`config.mk`:
```
export PLATFORM = sky130hd
export DESIGN_NAME = mlpbp_mul
export DESIGN_NICKNAME = d
export VERILOG_FILES = /design/src/rtl/mlp_backprop_train_step_defines.svh /design/src/rtl/mlpbp_mul.sv
export SDC_FILE = /design/constraint.sdc
export NUM_CORES = 2
export LEC_CHECK = 0
export ABC_AREA = 1
export BUFFER_PORTS_ARGS = -buffer_cell sky130_fd_sc_hd__buf_2
export CORE_MARGIN = 5
export CORE_UTILIZATION = 65
export CTS_CLUSTER_DIAMETER = 60
export DETAILED_ROUTE_END_ITERATION = 10
export PLACE_DENSITY = 0.85
export SYNTH_ARGS = -nofsm -noshare
export SYNTH_HDL_FRONTEND = slang
export SYNTH_SLANG_ARGS = --single-unit
```
`constraint.sdc`:
```
create_clock -name aclk -period 14 [get_ports aclk]
set_input_delay 3.5 -clock aclk [delete_from_list [all_inputs] [get_ports aclk]]
set_output_delay 3.5 -clock aclk [all_outputs]
set_load 0.1 [all_outputs]
```
`src/rtl/mlp_backprop_train_step_defines.svh`:
```
// ----------------------------------------------------------------------------
// Assertion macros for the perceptron training block
// Clocked on aclk, disabled while aresetn is low.
// ----------------------------------------------------------------------------
`ifndef MLP_BACKPROP_TRAIN_STEP_DEFINES_SVH
`define MLP_BACKPROP_TRAIN_STEP_DEFINES_SVH

// same-cycle implication
`define MLPBP_ASSERT_IMP(lbl, ante, cons, msg) \
    lbl: assert property (@(posedge aclk) disable iff (!aresetn) (ante) |-> (cons)) \
        else $error(msg);

// next-cycle implication
`define MLPBP_ASSERT_NXT(lbl, ante, cons, msg) \
    lbl: assert property (@(posedge aclk) disable iff (!aresetn) (ante) |=> (cons)) \
        else $error(msg);

`endif

```
`src/rtl/mlpbp_mul.sv`:
```
// ----------------------------------------------------------------------------
// mlpbp_mul
// Shared signed multiplier with a registered product.
// ----------------------------------------------------------------------------
`default_nettype none

module mlpbp_mul #(
    parameter int A_W = 36,
    parameter int B_W = 26
) (
    input  wire logic                        aclk,
    input  wire logic signed [A_W-1:0]       a,
    input  wire logic signed [B_W-1:0]       b,
    output logic      signed [A_W+B_W-1:0]   prod_reg
);

    always_ff @(posedge aclk) begin
        prod_reg <= (A_W + B_W)'(a) * (A_W + B_W)'(b);
    end

endmodule

`default_nettype wire

```
# After elaboration in Yosys (flattened, before gate mapping)
# Cells that the tools add are included.
# op_classes
add_sub_neg	0
mul	1
div	0
order_cmp	0
n_eq_ne	0
shift	0
n_mux	0
bitwise	0
reduce_logical	0
# ops
cell	n
$mul A36 B26 Y62	1
# totals
ff_bits	62
latchBits	0
mem_bits_rw	0
rom_bits	0
input_bits	63
output_inout_bits	62
wordCells	2
mem_count	0

# Longest topological paths before layout
# logic_depth
depth_word	1
mapped_depth	30
depth_no_buf	28

# Worst setup path before layout
# OpenSTA, ideal clock, no wires.
# synth_timing
path_kind	input port to flip-flop
startpoint	input port b[3]
endpoint	register prod_reg[61]
setup_ns	0.113
arrival_time_ns	9.535
required_time_ns	13.887
path_slack_ns	4.352
cell_stages	23
path_buffers	2
cell_sequence	clkbuf_1 clkbuf_1 nand2_1 inv_1 fa_1 fa_1 inv_1 fa_1 inv_1 fa_1 fa_1 inv_1 fa_1 inv_1 fa_1 ha_1 nand2_1 nor2_1 nand2_1 nor4_1 nand2_1 nand3_1 nand2_1
# synth_via
elab_chain_len	1
# synth_lines
element	line_no	source
from (decl)	mlpbp_mul.sv:13	input wire logic signed [B_W-1:0] b,
$mul A36 B26 Y62	mlpbp_mul.sv:18	prod_reg <= (A_W + B_W)'(a) * (A_W + B_W)'(b);
to (signal assigned)	mlpbp_mul.sv:18	
to (decl)	mlpbp_mul.sv:14	output logic signed [A_W+B_W-1:0] prod_reg
# Every way passes these cells.

# Worst setup path in the final report
# layout_timing
startpoint	input port b[2]
endpoint	register prod_reg[61]
# Same word-level chain as after synthesis.

==> flow_summary.yaml <==
critical_path:
  worstSetupPathType: "in -> reg"
  crit_buf_inv: 4
  end_kind: "register"
  crit_cells: 20
  critPathSlowestCell: "fa_1"
  slowest_delay_ps: 700
  cp.arrival_ps: 10510
  path_cells: "buf_2 > nand2_1 > inv_1 > fa_1 > fa_1 > inv_1 > fa_1 > inv_1 > fa_1 > fa_1 > fa_1 > fa_1 > ha_1 > nand2_1 > nor2_1 > nand2_1 > nor4_1 > nand2_1 > nand3_1 > nand2_1"
  crit_fanout: 36
  cp-start-kind: "input port"
  cp_common_cell: "fa_1"
  cp_data_required_time_ps: 14240
  crit_family: "adder cells"
clocking:
  path_clk_slew_ps: 70
  cts-resized-gates: 0
  cts-htree-levels: 3
  tritoncts: "built"
  postCtsSetupRepairBufs: 0
  clkSinkCount: 62
  cts_buffers: 9
  hold_buffers: 0
  cts_root_buf: "clkbuf_16"
  cts_buffer_depth: 2
timing:
  tightest_slew_ps: 1030
  setup_viol: 0
  max_freq_mhz: 97.4
  rsz0062_at_grt: "false"
  tns_ps: 0
  finalCritPeriodShare: 0.734
  max-slew-margin-rel: 0.316
  hold_viol: 0
  period_needed_ps: 10270
  drv_slew: 0
route:
  drcViolationCount: 0
  viasPerCell: 5.37
  drtIter0Drc: 2115
  wirelength_mm: 100
  num_vias: 28942
  wire_per_inst_microns: 18.6
  ant_nets: 0
  drt_first_pass_iters: 6
logic_synthesis:
  synth_mux_area_frac: 0
  synth_compound_area_frac: 0.0127
  synth_top_family_by_area: "adder cells"
  synthFlopType: "dfxtp_1"
  synth_simple_gate_area_frac: 0.183
  ys_async_sr_fraction: 0
  syn_avg_cell_area_sq_um: 7.69
  synth_nets: 5885
  synth-seq-cells: 62
  netlist.area_leader.share: 0.526
  synth_cell_types: 30
  synth_area_leaders: "fa_1 53%, inv_1 16%, nand2_1 15%"
  synth_edf_count: 0
  syn_area_sq_um: 36200
  seq_area_frac_synth: 0.0343
  synth_warnings: 0
  synthAdderAreaFrac: 0.583
  synth_xor_xnor_area_share: 0.00702
  synth_area_leader_cell: "fa_1"
  syn_inst: 4706
finish:
  n_antenna_cell: 0
  fillCellCount: 4441
  layout_commonest_cell: "inv_1"
  mostFrequentLayoutCells: "1521 x inv_1, 1427 x nand2_1, 950 x fa_1"
  area_growth_pct: 3.21
  largest_register_ffs: 62
  layout.nets: 5815
  drive_gt1_frac: 0.0403
placed_design:
  gp_congestion: 1.03
  hpwl_mm: 81.7
  port_buffers: 124
floorplanning:
  io_pins: 125
  die_x_microns: 246
  fp.dieH_microns: 246
  core_area_sq_um: 55100
  start_util: 0.657
  dieArea_sq_um: 60500
  row_count: 86
grt:
  grt_max_degree: 38
  grt_pass1_wl_mm: 165
  grt-ovfl-total: 0
  grt_pass1_vias: 32237
  antenna_found_initial: 2
  track_usage: 0.348
run_status:
  outcome: "finished, final reports clean"
worst_hold_path:
  hold_class: "in -> reg"
  hold-path-cell-count: 4
run:
  drv_cap: 0
[cells in the mapped netlist, types with 6 or more instances]
master / count
inv_1: 1521
nand2_1: 1427
fa_1: 950
clkbuf_1: 211
ha_1: 166
nor2_1: 112
nand3_1: 65
dfxtp_1: 62
a21oi_1: 51
xor2_1: 27
nand4_1: 22
nor2_2: 16
o21bai_1: 15
o21ai_0: 13
nand2_2: 9
or2_2: 8
nor3_1: 6
[cell type report]
| cell class | count | area [sq um] | area share |
|---|---|---|---|
| clock buffer | 9 | 225 | 0.00603 |
| timing repair buffer | 130 | 666 | 0.0178 |
| multi-input combinational | 2911 | 28400 | 0.761 |
| inverter | 1522 | 5710 | 0.153 |
| tap | 748 | 936 | 0.0251 |
| sequential | 62 | 1240 | 0.0332 |
| clock inverter | 7 | 128 | 0.00342 |
[stage by stage]
step | instance area [sq um] | hold slack (ps) | instances | utilization | setup slack (ps)
floorplan | 36200 | 3800 | 4706 | - | 4350
global placement | 37000 | 4030 | 5373 | 0.671 | 3520
detailed placement | 37000 | 4040 | 5373 | 0.671 | 3440
CTS | 37300 | 3680 | 5389 | 0.678 | 3760
global route | 37300 | 3740 | 5389 | 0.678 | 3270
finish | 37300 | 3690 | 5389 | 0.678 | 3730
[layer usage]
layer	global-route usage	share of wire
met1	0.421	0.35
met2	0.609	0.50
met3	0.0561	0.090
met4	0.175	0.061
met5	0	0.00025
[worst paths after layout]
path | start | endpoint
worst max-delay path | b[2] | prod_reg[61]$_DFF_P_
worst min-delay path | a[0] | prod_reg[0]$_DFF_P_
[logic make-up (layout without fill, tap and decap cells)]
| logic type | Yosys count | count (layout) |
|---|---|---|
| buffers and inverters | 1733 | 1668 |
| and+or+nand+nor | 1683 | 1683 |
| xor gates and xnor gates | 29 | 29 |
| DFF | 62 | 62 |
| adders and majority gates | 1116 | 1116 |
| AOI/OAI and AO/OA | 83 | 83 |
Power is left out: the tool's default activity adds up to more than one toggle a clock period on the data nets, which glitch-free logic cannot reach.
